==> config.mk <==
export PLATFORM = sky130hd
export DESIGN_NAME = domain_name_validator_core_flat
export DESIGN_NICKNAME = d
export VERILOG_FILES = /design/src/rtl/core/dnv_pkg.sv /design/src/rtl/core/dnv_in_if.sv /design/src/rtl/core/dnv_out_if.sv /design/src/rtl/core/dnv_char_class.sv /design/src/rtl/core/domain_name_validator_core.sv /design/src/flat_wrapper.sv
export SDC_FILE = /design/constraint.sdc
export NUM_CORES = 1
export LEC_CHECK = 0
export ABC_CLOCK_PERIOD_IN_PS = 3420
export BUFFER_PORTS_ARGS = -buffer_cell sky130_fd_sc_hd__clkbuf_2
export CAP_MARGIN = 20
export CORE_UTILIZATION = 58
export CTS_CLUSTER_DIAMETER = 60
export DETAILED_ROUTE_END_ITERATION = 8
export PLACE_DENSITY_LB_ADDON = 0.15
export REMOVE_ABC_BUFFERS = 1
export SLEW_MARGIN = 10
export SYNTH_ARGS = -nofsm -noshare
export SYNTH_HDL_FRONTEND = slang
export SYNTH_HIERARCHICAL = 1
export SYNTH_SLANG_ARGS = --single-unit
==> constraint.sdc <==
create_clock -name clk -period 3.42 [get_ports clk]
set_clock_uncertainty 0.1 [all_clocks]
set_input_delay 1.026 -clock clk [delete_from_list [all_inputs] [get_ports clk]]
set_output_delay 1.026 -clock clk [all_outputs]
set_load 0.005 [all_outputs]
==> src/rtl/core/dnv_pkg.sv <==
`timescale 1ns / 1ps

package dnv_pkg;

  localparam int CHAR_W   = 16;
  localparam int DOM_W    = 10;
  localparam int LABEL_W  = 8;
  localparam int CFG_IDX_W = 1;
  localparam int CFG_DATA_W = 10;

  localparam logic [CFG_IDX_W-1:0] REG_MAX_DOMAIN = 1'd0;
  localparam logic [CFG_IDX_W-1:0] REG_MAX_LABEL  = 1'd1;

  localparam logic [DOM_W-1:0]   MAX_DOMAIN_RST = 10'd253;
  localparam logic [LABEL_W-1:0] MAX_LABEL_RST  = 8'd63;

  localparam logic [CHAR_W-1:0] CH_HYPHEN   = 16'h002D;
  localparam logic [CHAR_W-1:0] CH_DOT      = 16'h002E;
  localparam logic [CHAR_W-1:0] CH_DIGIT_0  = 16'h0030;
  localparam logic [CHAR_W-1:0] CH_DIGIT_9  = 16'h0039;
  localparam logic [CHAR_W-1:0] CH_UPPER_A  = 16'h0041;
  localparam logic [CHAR_W-1:0] CH_UPPER_Z  = 16'h005A;
  localparam logic [CHAR_W-1:0] CH_LOWER_A  = 16'h0061;
  localparam logic [CHAR_W-1:0] CH_LOWER_Z  = 16'h007A;
  localparam logic [CHAR_W-1:0] CASE_OFFSET = 16'h0020;

  typedef struct packed {
    logic upper;
    logic lower;
    logic digit;
    logic hyphen;
    logic dot;
  } char_class_t;

endpackage

==> src/rtl/core/dnv_in_if.sv <==
`timescale 1ns / 1ps

interface dnv_in_if;
  logic                        valid;
  logic                        ready;
  logic [dnv_pkg::CHAR_W-1:0]  character;
  logic                        is_last;

  modport source (output valid, character, is_last, input ready);
  modport sink   (input valid, character, is_last, output ready);
endinterface

==> src/rtl/core/dnv_out_if.sv <==
`timescale 1ns / 1ps

interface dnv_out_if;
  logic                        valid;
  logic                        ready;
  logic [dnv_pkg::CHAR_W-1:0]  lower_char;
  logic                        end_of_name;
  logic                        name_valid;

  modport source (output valid, lower_char, end_of_name, name_valid, input ready);
  modport sink   (input valid, lower_char, end_of_name, name_valid, output ready);
endinterface

==> src/rtl/core/dnv_char_class.sv <==
`timescale 1ns / 1ps

module dnv_char_class (
  input  logic [dnv_pkg::CHAR_W-1:0] character,
  output dnv_pkg::char_class_t       cls,
  output logic [dnv_pkg::CHAR_W-1:0] lower_char
);

  always_comb begin
    cls.upper  = (character >= dnv_pkg::CH_UPPER_A) && (character <= dnv_pkg::CH_UPPER_Z);
    cls.lower  = (character >= dnv_pkg::CH_LOWER_A) && (character <= dnv_pkg::CH_LOWER_Z);
    cls.digit  = (character >= dnv_pkg::CH_DIGIT_0) && (character <= dnv_pkg::CH_DIGIT_9);
    cls.hyphen = (character == dnv_pkg::CH_HYPHEN);
    cls.dot    = (character == dnv_pkg::CH_DOT);
  end

  assign lower_char = cls.upper ? (character + dnv_pkg::CASE_OFFSET) : character;

endmodule

==> src/rtl/core/domain_name_validator_core.sv <==
`timescale 1ns / 1ps

// Hostname checker: takes one 16-bit character per beat and returns one beat per character,
// ASCII upper case folded to lower case; the beat carrying is_last also carries the verdict.
// Throughput is one character per cycle while out_ch.ready stays high; each character passes
// through an input register, then a result register, the per-name flags and counters updating
// as a character leaves the input register. in_ch.ready is high while either register is empty
// or out_ch.ready is high, so a held result stalls the input only once both registers are full.
// Write the length limits only while no name is in flight.
module domain_name_validator_core (
  input  logic                              clk,
  input  logic                              rst,
  input  logic                              cfg_we,
  input  logic [dnv_pkg::CFG_IDX_W-1:0]     cfg_index,
  input  logic [dnv_pkg::CFG_DATA_W-1:0]    cfg_wdata,
  dnv_in_if.sink                            in_ch,
  dnv_out_if.source                         out_ch
);

  logic [dnv_pkg::DOM_W-1:0]   max_domain;
  logic [dnv_pkg::LABEL_W-1:0] max_label;

  logic                        s1_valid;
  logic [dnv_pkg::CHAR_W-1:0]  s1_char;
  logic                        s1_last;

  logic                        o_valid;
  logic [dnv_pkg::CHAR_W-1:0]  o_char;
  logic                        o_last;
  logic                        o_verdict;

  logic [dnv_pkg::LABEL_W-1:0] label_count, label_count_next;
  logic [dnv_pkg::DOM_W-1:0]   total_count, total_count_next;
  logic                        prev_was_hyphen, prev_was_hyphen_next;
  logic                        saw_letter, saw_letter_next;
  logic                        failed, failed_next;
  logic                        verdict_next;

  dnv_pkg::char_class_t        cls;
  logic [dnv_pkg::CHAR_W-1:0]  lowered;
  logic [dnv_pkg::DOM_W:0]     new_total;
  logic [dnv_pkg::LABEL_W:0]   new_label;
  logic [dnv_pkg::LABEL_W-1:0] label_upd;
  logic                        hyph_upd;
  logic                        fail_upd;
  logic                        adv_out, adv_s1;

  dnv_char_class u_class (
    .character  (s1_char),
    .cls        (cls),
    .lower_char (lowered)
  );

  assign adv_out      = !o_valid || out_ch.ready;
  assign adv_s1       = s1_valid && adv_out;
  assign in_ch.ready  = !s1_valid || adv_out;

  always_ff @(posedge clk) begin
    if (rst) begin
      max_domain <= dnv_pkg::MAX_DOMAIN_RST;
      max_label  <= dnv_pkg::MAX_LABEL_RST;
    end else if (cfg_we) begin
      case (cfg_index)
        dnv_pkg::REG_MAX_DOMAIN: max_domain <= cfg_wdata[dnv_pkg::DOM_W-1:0];
        dnv_pkg::REG_MAX_LABEL:  max_label  <= cfg_wdata[dnv_pkg::LABEL_W-1:0];
        default: ;
      endcase
    end
  end

  always_comb begin
    new_total = {1'b0, total_count} + 1'b1;
    new_label = {1'b0, label_count} + 1'b1;
    fail_upd  = failed || (new_total > {1'b0, max_domain});
    if (cls.dot) begin
      if (label_count == '0 || prev_was_hyphen) begin
        fail_upd = 1'b1;
      end
      label_upd = '0;
      hyph_upd  = 1'b0;
    end else begin
      if (!cls.upper && !cls.lower && !cls.digit && !cls.hyphen) begin
        fail_upd = 1'b1;
      end
      if (label_count == '0 && cls.hyphen) begin
        fail_upd = 1'b1;
      end
      if (new_label > {1'b0, max_label}) begin
        fail_upd = 1'b1;
      end
      label_upd = new_label[dnv_pkg::LABEL_W] ? '1 : new_label[dnv_pkg::LABEL_W-1:0];
      hyph_upd  = cls.hyphen;
    end
    saw_letter_next = saw_letter || cls.upper || cls.lower;
    verdict_next    = !fail_upd && (label_upd != '0) && !hyph_upd && saw_letter_next;

    if (s1_last) begin
      label_count_next     = '0;
      total_count_next     = '0;
      prev_was_hyphen_next = 1'b0;
      failed_next          = 1'b0;
      saw_letter_next      = 1'b0;
    end else begin
      label_count_next     = label_upd;
      total_count_next     = new_total[dnv_pkg::DOM_W] ? '1 : new_total[dnv_pkg::DOM_W-1:0];
      prev_was_hyphen_next = hyph_upd;
      failed_next          = fail_upd;
    end
  end

  always_ff @(posedge clk) begin
    if (rst) begin
      s1_valid        <= 1'b0;
      o_valid         <= 1'b0;
      label_count     <= '0;
      total_count     <= '0;
      prev_was_hyphen <= 1'b0;
      saw_letter      <= 1'b0;
      failed          <= 1'b0;
    end else begin
      if (in_ch.ready) begin
        s1_valid <= in_ch.valid;
      end
      if (adv_out) begin
        o_valid <= s1_valid;
      end
      if (adv_s1) begin
        label_count     <= label_count_next;
        total_count     <= total_count_next;
        prev_was_hyphen <= prev_was_hyphen_next;
        saw_letter      <= saw_letter_next;
        failed          <= failed_next;
      end
    end
  end

  always_ff @(posedge clk) begin
    if (in_ch.ready && in_ch.valid) begin
      s1_char <= in_ch.character;
      s1_last <= in_ch.is_last;
    end
    if (adv_s1) begin
      o_char    <= lowered;
      o_last    <= s1_last;
      o_verdict <= s1_last && verdict_next;
    end
  end

  assign out_ch.valid       = o_valid;
  assign out_ch.lower_char  = o_char;
  assign out_ch.end_of_name = o_last;
  assign out_ch.name_valid  = o_verdict;

endmodule

==> src/flat_wrapper.sv <==
// flat-port wrapper written by rule: the top's interface ports become plain ports
module domain_name_validator_core_flat 
  (clk, rst, cfg_we, cfg_index, cfg_wdata, in_ch_valid, in_ch_character, in_ch_is_last, in_ch_ready, out_ch_valid, out_ch_lower_char, out_ch_end_of_name, out_ch_name_valid, out_ch_ready);
  dnv_in_if in_ch_i ();
  dnv_out_if out_ch_i ();
  input  logic clk;
  input  logic rst;
  input  logic cfg_we;
  input  logic [dnv_pkg::CFG_IDX_W-1:0] cfg_index;
  input  logic [dnv_pkg::CFG_DATA_W-1:0] cfg_wdata;
  input wire logic [$bits(in_ch_i.valid)-1:0] in_ch_valid;
  input wire logic [$bits(in_ch_i.character)-1:0] in_ch_character;
  input wire logic [$bits(in_ch_i.is_last)-1:0] in_ch_is_last;
  output wire logic [$bits(in_ch_i.ready)-1:0] in_ch_ready;
  output wire logic [$bits(out_ch_i.valid)-1:0] out_ch_valid;
  output wire logic [$bits(out_ch_i.lower_char)-1:0] out_ch_lower_char;
  output wire logic [$bits(out_ch_i.end_of_name)-1:0] out_ch_end_of_name;
  output wire logic [$bits(out_ch_i.name_valid)-1:0] out_ch_name_valid;
  input wire logic [$bits(out_ch_i.ready)-1:0] out_ch_ready;
  assign in_ch_i.valid = in_ch_valid;
  assign in_ch_i.character = in_ch_character;
  assign in_ch_i.is_last = in_ch_is_last;
  assign in_ch_ready = in_ch_i.ready;
  assign out_ch_valid = out_ch_i.valid;
  assign out_ch_lower_char = out_ch_i.lower_char;
  assign out_ch_end_of_name = out_ch_i.end_of_name;
  assign out_ch_name_valid = out_ch_i.name_valid;
  assign out_ch_i.ready = out_ch_ready;
  domain_name_validator_core u_core (.clk(clk), .rst(rst), .cfg_we(cfg_we), .cfg_index(cfg_index), .cfg_wdata(cfg_wdata), .in_ch(in_ch_i), .out_ch(out_ch_i));
endmodule
### After elaboration in Yosys (flattened, before gate mapping)

Cells that the tools add are included.
W data, S select, Z words.

| storage, ports and cells | value |
|---|---|
| bits in registers | 76 |
| word-level logic and storage cells | 74 |

| cells by class | value |
|---|---|
| add/sub/neg operators | 3 |
| order comparisons | 8 |
| equal/unequal tests | 2 |
| muxes and demuxes | 15 |
| bitwise logic cells | 1 |
| reductions and logical operators | 31 |

Operators by type and width:

| operator | number |
|---|---|
| $eq A16 B6 Y1 const B | 2 |
| $ge A16 B7 Y1 const B | 2 |
| $le A16 B7 Y1 const B | 2 |
| $mux W8 | 3 |
| $mux W10 | 2 |
| $add A16 B6 Y16 const B | 1 |
| $ge A16 B6 Y1 const B | 1 |
| $le A16 B6 Y1 const B | 1 |
| $mux W16 | 1 |
| $logic_and A1 B1 Y1 | 13 |
| $add A10 B1 Y11 const B | 1 |
| $gt A11 B10 Y1 | 1 |
| $add A8 B1 Y9 const B | 1 |
| $gt A9 B8 Y1 | 1 |
| $mux W1 | 9 |
| $logic_not A1 Y1 | 8 |
| $logic_not A8 Y1 | 1 |
| $reduce_bool A8 Y1 | 1 |
| $logic_or A1 B1 Y1 | 6 |
| $reduce_and A2 Y1 | 2 |
| $not A1 Y1 | 1 |

### Logic depth before layout (Yosys ltp)

Gate-level depths: netlist of run 1.

| logic depth | value |
|---|---|
| depth in word-level cells | 15 |
| depth in mapped cells | 10 |

### By module

Netlist of run 1, hierarchy kept.

By module, submodules not included:

| module | instances | cells an instance | area each (sq um) | sequential area each (sq um) |
|---|---|---|---|---|
| domain_name_validator_core | 1 | 358 | 3624.7 | 1871.8 |
| dnv_char_class | 1 | 49 | 351.6 | 0.0 |

### Worst setup path after synthesis of run 1

OpenSTA, ideal clock, no wires.

| timing path | value |
|---|---|
| path type | register to register |
| start point | reg u_core/label_count[0] in the netlist's numbering |
| end point | reg u_core.o_verdict (netlist: u_core/out_ch.name_valid), data pin |
| library setup time | 169 ps |
| data arrival time | 2349 ps |
| required time | 3151 ps |
| path slack | 802 ps |
| stages on the path, launching flop included | 11 |
| buffers on the path | 0 |
| clock period less this slack | 2618 ps |
| path through | dfxtp_1 > ha_1 > and4_1 > nand2_1 > xnor2_1 > ha_1 > a21o_1 > a211oi_1 > a211oi_1 > o41ai_2 > nor4b_2 |

| between the ends | value |
|---|---|
| longest elaborated chain between the ends | 10 |
| elaborated cells on any way between the ends | 17 |
| those cells by class | 1 x add/sub; 1 x order compare; 6 x mux; 9 x reduce/logical |

Ends and longest elaborated chain:

| element | line | source |
|---|---|---|
| start: declaration | domain_name_validator_core.sv:32 | `logic [dnv_pkg::LABEL_W-1:0] label_count, label_count_next;` |
| start signal: assignment | domain_name_validator_core.sv:128 | `label_count <= label_count_next;` |
| parallel branches: the longest is 6 deep, another holds $add A8 B1 Y9 | n/a |  |
| $logic_and A1 B1 Y1 (*) (3 in a row) | domain_name_validator_core.sv:95 | `verdict_next = !fail_upd && (label_upd != '0) && !hyph_upd && saw_letter_next;` |
| $logic_and A1 B1 Y1 (*) | domain_name_validator_core.sv:145 | `o_verdict <= s1_last && verdict_next;` |
| end signal: assignment | domain_name_validator_core.sv:145 |  |
| end: declaration | domain_name_validator_core.sv:30 | `logic o_verdict;` |

Mark *: on every way between the ends.
A chain may end at the register's enable or synchronous reset.

### Final worst setup path of run 1

Same ends and word-level chain as after synthesis.

==> metrics.cfg, run 1 <==
[detailed_routing]
route.vias.total = 3130
first_pass_iters = 6
drc = 3
drt-initial-drc-count = 176
ant_nets = 0
routed_wl_um = 8130
wl_per_cell_um = 15.4
vias_per_cell = 5.95

[min_path]
min_path_type = flop to flop

[floorplanning]
top_level_ports = 53
rows = 29
fp.dieH_um = 84.8
coreArea_um2 = 6490
initial_core_util = 0.612
die_area_um2 = 7190
die-width_um = 84.8

[critical_path]
start_kind = flop
crit_required_ns = 3.51
worstPathMaxFanout = 8
path_buf_inv = 0
critPathCaptureType = flop
critPathKind = flop to flop
cpLargestDelayFamily = compound AO/OA/AOI/OAI gates
cp_data_arrival_time_ns = 3.08
critPathSlowestCell = dfxtp_1
cp_cell_sequence = ha_1, and4_1, nand2_1, xnor2_1, ha_1, a21o_1, a211oi_1, a211oi_1, o41ai_2, nor4b_2
max_stage_delay_ns = 0.47

[place]
gp_congestion = 0.924
portBuffers = 52
post-dp-hpwl_um = 5840

[sta]
relSlewSlack = 0.485
worst_hold_slack_ns = 0.357
hold_viol_final = 0
fin_setup_tns_ns = 0
rsz0062_at_grt = false
min_period_over_period = 0.873
period_needed_ns = 2.99
max_freq_ghz = 0.335
slew_violations = 0
worstMarginPinSlew_ns = 0.772
setup_viol = 0

[synth]
synth-seq-area-share = 0.471
yosys.cell_count.top_type = dfxtp_1
synth-main-ff-cell = dfxtp_1
ys_top_cells_by_count = 41 x dfxtp_1, 35 x edfxtp_1, 32 x nand2_1
synth_edf_count = 35
synth_top_area_frac = 0.264
synthDistinctLibCells = 56
synth_area_um2 = 3980
ys_ff_latch = 76
synthesis.instances = 407
async_flop_share = 0
synthTopCellsByArea = edfxtp_1 26%, dfxtp_1 21%, ha_1 7.2%
syn_avg_cell_area_um2 = 9.77
synth_top_cell_by_area = edfxtp_1
ys_warn_count = 6

[power_and_ir_drop]
max-vdd-ir-drop_v = 0.000356
switchingPower_uw = 460
p_leak_nw = 1.86
p_int_mw = 1.47
power_frac_comb = 0.075
power_per_cell_area_nw_per_um2 = 434
seqPwrFrac = 0.529
clkPwrFrac = 0.395
swShare = 0.239

[clock_tree]
cts-hold-fix-buffers = 0
clkLatencyLatePin_ns = 0.35
cts_setup_buffers = 0
cts-htree-levels = 3
clk_pin_slew_ns = 0.08
cts_tree = yes
cts_root_buf = clkbuf_8
cts.repair.resized = 0
numClockSinks = 76
clockBufferDepth = 2
cts_made_buffers = 9

[grt]
grt_pass1_vias = 2888
grt_max_degree = 32
grt_pass1_wl_um = 13600
grt_overflow_total = 0
groute.usage.overall = 0.243
antenna_found_initial = 0

[flow_run]
maxCapViolCount = 0

[final_layout]
fillers = 503
nets = 500
drive_gt1_frac = 0.194
syn_to_final_growth_pct = 11.6
n_antenna_cell = 0

[status]
failed_checks = DRC
status = finished, violations left

[stage by stage]
stage / instance area [um^2] / power [mW] / setup WS, ns / std cells / util
after floorplan: 3810 / 1.11 / 0.462 / 375 / -
after global placement: 4220 / 1.18 / 0.619 / 510 / 0.649
after detailed placement: 4220 / 1.18 / 0.464 / 510 / 0.649
after CTS: 4440 / 1.95 / 0.433 / 526 / 0.683
after global routing: 4440 / 2.00 / 0.220 / 526 / 0.683
final: 4440 / 1.93 / 0.433 / 526 / 0.683
[routing by layer]
metal | global-route usage | up-vias | wire (um)
met5 | 0 | - | 0
met4 | 0.0986 | 0 | 135
met3 | 0.0541 | 11 | 320
met2 | 0.403 | 79 | 3990
met1 | 0.310 | 1484 | 3680
li1 | - | 1556 | -
[flip-flops by register name (all words and copies together), names as in the netlist]
register	cells
u_core/out_ch.lower_char	16
u_core/total_count	10
u_core/prev_was_hyphen	1
u_core/out_ch.name_valid	1
u_core/s1_last	1
u_core/max_label	8
u_core/failed	1
u_core/out_ch.end_of_name	1
u_core/s1_char	16
u_core/out_ch.valid	1
u_core/label_count	8
u_core/saw_letter	1
u_core/max_domain	10
u_core/s1_valid	1
[worst register-to-register path, stage by stage, from the launching register on]
cell      delay, ns
dfxtp_1        0.47
ha_1           0.32
and4_1         0.29
nand2_1        0.09
xnor2_1        0.14
ha_1           0.30
a21o_1         0.18
a211oi_1       0.27
a211oi_1       0.11
o41ai_2        0.32
nor4b_2        0.23
[layout make-up]
class / count / area [um^2] / area share
well taps: 77 / 96.3 / 0.0217
inverters: 31 / 116 / 0.0262
clock buffers: 9 / 124 / 0.0279
multi-input cells: 268 / 1830 / 0.411
flip-flops and latches: 76 / 1870 / 0.422
clock inverters: 7 / 98.8 / 0.0223
repair buffers: 58 / 305 / 0.0688
[kinds of logic (layout without fill, tap and decap cells)]
kind of cell / Yosys count / after routing / share of synthesized area
flops: 76 / 76 / 0.471
compound gates: 94 / 94 / 0.166
buf+inv: 63 / 105 / 0.0699
simple gates: 137 / 137 / 0.190
xor+xnor: 14 / 14 / 0.0308
fa+ha+maj: 23 / 23 / 0.0724
[final timing paths]
path                                              from                  endpoint  depth (start not counted)  slack (ns)
worst min register to register  u_core/prev_was_hyphen    u_core/prev_was_hyphen                          2        0.36
worst max register to register   u_core/label_count[0]  u_core/out_ch.name_valid                         10        0.43
worst max-delay path             u_core/label_count[0]  u_core/out_ch.name_valid                         10        0.43
worst min-delay path            u_core/prev_was_hyphen    u_core/prev_was_hyphen                          2        0.36
[cells in the final DEF, fill, tap and decap left out, types with 9 or more instances in the layout]
cell and instances:
clkbuf_2 52, dfxtp_1 41, edfxtp_1 35, nand2_1 32, inv_1 31, nor2_1 31
a21oi_1 30, ha_1 23, nor3_1 15, a211o_1 14, nand3_1 12, and3_1 10
clkbuf_8 9
[power groups by stage]
| stage | sequential [mW] | combinational, mW | clock [mW] |
|---|---|---|---|
| floorplan | 1.03 | 0.0780 | 0 |
| global placement | 1.04 | 0.140 | 0 |
| detailed placement | 1.04 | 0.144 | 0 |
| CTS | 1.02 | 0.145 | 0.782 |
| global route | 1.02 | 0.165 | 0.813 |
| finish | 1.02 | 0.146 | 0.762 |
Power figures use the tool's default switching activity.
==> inputs of run 2 (changes only) <==
--- a/config.mk
+++ b/config.mk
@@ -5,10 +5,12 @@
 export SDC_FILE = /design/constraint.sdc
 export NUM_CORES = 1
 export LEC_CHECK = 0
-export ABC_CLOCK_PERIOD_IN_PS = 3420
+export ABC_CLOCK_PERIOD_IN_PS = 3070
 export BUFFER_PORTS_ARGS = -buffer_cell sky130_fd_sc_hd__clkbuf_2
 export CAP_MARGIN = 20
-export CORE_UTILIZATION = 58
+export CELL_PAD_IN_SITES_DETAIL_PLACEMENT = 0
+export CELL_PAD_IN_SITES_GLOBAL_PLACEMENT = 2
+export CORE_UTILIZATION = 36
 export CTS_CLUSTER_DIAMETER = 60
 export DETAILED_ROUTE_END_ITERATION = 8
 export PLACE_DENSITY_LB_ADDON = 0.15
==> constraint.sdc (replaced) <==
create_clock -name clk -period 3.07 [get_ports clk]
set_clock_uncertainty 0.1 [all_clocks]
set_input_delay 0.921 -clock clk [delete_from_list [all_inputs] [get_ports clk]]
set_output_delay 0.921 -clock clk [all_outputs]
set_load 0.005 [all_outputs]
==> run 2 against run 1 <==
First-iteration DRC count fell by 26%. Register-to-register slack got worse by 0.22 ns. Count of clock-buffer cells in the layout did not move. Critical endpoint unchanged. Sequential share of layout area fell by 1.4 points. Final area rose by 3.7%. Sequential power rose by 12%. Flip-flop and latch count did not move. Clock power rose by 6.4%. Combinational power rose by 16%. The flow now finishes without violations. Worst setup slack got worse by 0.22 ns. Hold slack improved by 0.0044 ns.
==> metrics.cfg, run 2 (synthesized netlist as in run 1, its figures left out) <==
[status]
status = completed

[final_layout]
layout_commonest_cell = clkbuf_2
instances_no_fill = 600  ; +14%
n_antenna_cell = 0  ; unchanged
layout.cells.most_common_list = 52 x clkbuf_2, 38 x dfxtp_1, 35 x edfxtp_1
finalInstanceArea_um2 = 4600  ; +3.7%
fillers = 1066  ; +110%
syn_to_final_growth_pct = 15.7
drive_gt1_frac = 0.224  ; +0.0301
nets = 511  ; +2.2%

[power_and_ir_drop]
power_per_cell_area_nw_per_um2 = 460  ; +5.9%
p_total_mw = 2.12  ; +9.8%
max-vdd-ir-drop_v = 0.000222  ; -38%
p_leak_nw = 1.91  ; +2.6%

[sta]
min_period_over_period = 0.930  ; +0.0567
slew_violations = 0  ; unchanged
worstMarginPinSlew_ns = 0.646  ; -0.126 ns
max_freq_ghz = 0.350  ; +4.6%
fin_setup_tns_ns = 0  ; unchanged
rsz0062_at_grt = false
setup_viol = 0  ; unchanged
period_needed_ns = 2.86  ; -0.132 ns
hold_viol_final = 0  ; unchanged
relSlewSlack = 0.567  ; +0.0824

[detailed_routing]
ant_nets = 0  ; unchanged
route.vias.total = 3091  ; -1.2%
routed_wl_um = 9010  ; +11%
wl_per_cell_um = 15.0  ; -2.8%
first_pass_iters = 4  ; -2
drc = 0  ; -3
drt-initial-drc-count = 130  ; -26%
vias_per_cell = 5.15  ; -13%

[critical_path]
start_kind = flop
reg2regPathDepth = 7  ; -3
rr_endpoint = u_core/out_ch.name_valid
crit_required_ns = 3.16  ; -0.35 ns
cp_data_arrival_time_ns = 2.94  ; -0.14 ns
r2r_slack_ns = 0.21  ; -0.22 ns
critPathCaptureType = flop
critPathKind = flop to flop
worstPathMaxFanout = 3  ; -5
reg2reg_from = u_core/s1_char[9]

[place]
portBuffers = 52  ; unchanged
post-dp-hpwl_um = 6660  ; +14%
place_area_um2 = 4390  ; +4.1%
gp_congestion = 0.826  ; -11%
place_inst = 584  ; +15%

[floorplanning]
top_level_ports = 53  ; unchanged
rows = 38  ; +31%
die_area_um2 = 11500  ; +59%
initial_core_util = 0.368  ; -0.244
fp.dieH_um = 107  ; +26%
coreArea_um2 = 10800  ; +66%
die-width_um = 107  ; +26%

[grt]
grt_pass1_wl_um = 14700  ; +7.9%
grt_pass1_vias = 3004  ; +4.0%
grt_max_degree = 26  ; -19%
grt_overflow_total = 0  ; unchanged
antenna_found_initial = 0  ; unchanged
groute.usage.overall = 0.166  ; -0.0768

[clock_tree]
clkLatencyLatePin_ns = 0.36  ; about the same
cts_tree = yes
clockBufferDepth = 2  ; unchanged
cts-hold-fix-buffers = 0  ; unchanged
cts-htree-levels = 3  ; unchanged
numClockSinks = 76  ; unchanged
clk_pin_slew_ns = 0.09  ; about the same
cts_made_buffers = 9  ; unchanged
cts_root_buf = clkbuf_8

[min_path]
holdPathStages = 0  ; -2
whs_endpoint = u_core/out_ch.lower_char[11]
min_path_type = flop to flop
hp-start = u_core/s1_char[11]

[flow_run]
maxCapViolCount = 0  ; unchanged

==> run 2: cell types whose count changed in the layout (fill, tap and decap cells not counted), sizes merged <==
cell	delta
inv	+1
buf	+11
bufinv	-1
clkinv	-1
clkinvlp	+1
==> run 2: critical path, stage by stage, from the launching register on <==
cell,delay (ns)
edfxtp_1,0.41
nor3_1,0.39
nand4_1,0.18
a2111oi_2,0.47
nor4_1,0.13
or4_4,0.50
o41ai_2,0.25
nor4b_2,0.24
==> run 2: power breakdown <==
part           switching [mW]  internal (mW)
registers              0.0311           1.10
logic                  0.0979         0.0716
clock network           0.424          0.387
total                   0.553           1.56
==> run 2: layout make-up <==
type                       count  area (um^2)  area share
timing repair buffer          69          400      0.0870
clock buffer                   9          124      0.0269
inverter                      31          116      0.0253
clock inverter                 7         81.3      0.0177
tap                          140          175      0.0381
multi-input combinational    268         1830       0.397
sequential                    76         1880       0.408
==> run 2: worst max path at each step <==
| stage | from | end | slack, ns | cells after the start |
|---|---|---|---|---|
| 3_5_place_dp | u_core/label_count[0] | u_core/out_ch.name_valid | 0.14 | 10 |
| 5_1_grt | u_core/label_count[0] | u_core/out_ch.name_valid | 0.006 | 10 |
| 2_1_floorplan | out_ch_ready | u_core/failed | 0.22 | 5 |
| 4_1_cts | u_core/label_count[0] | u_core/out_ch.name_valid | 0.13 | 10 |
| 6_report | u_core/s1_char[9] | u_core/out_ch.name_valid | 0.21 | 7 |
| 3_3_place_gp | u_core/label_count[0] | u_core/out_ch.name_valid | 0.22 | 10 |
==> run 2: stage by stage <==
| step | setup slack (ns) | util | hold WS (ns) |
|---|---|---|---|
| detailed placement | 0.139 | 0.407 | 0.336 |
| finish | 0.215 | 0.426 | 0.361 |
| CTS | 0.127 | 0.426 | 0.358 |
| floorplan | 0.217 | - | 0.326 |
| global placement | 0.221 | 0.407 | 0.335 |
| global route | 0.00625 | 0.426 | 0.394 |
==> run 2: metal layers <==
layer	up-vias	wire length [um]	GRT usage
li1	1569	-	-
met1	1468	4510	0.228
met2	44	4090	0.261
met3	10	249	0.0243
met4	0	152	0.0714
met5	-	0	0
==> run 2: what timing repair did <==
item / in CTS / in global routing
gates resized for setup: 0 / 4
setup endpoints to repair: 0 / 1
buffers inserted: 0 / 0
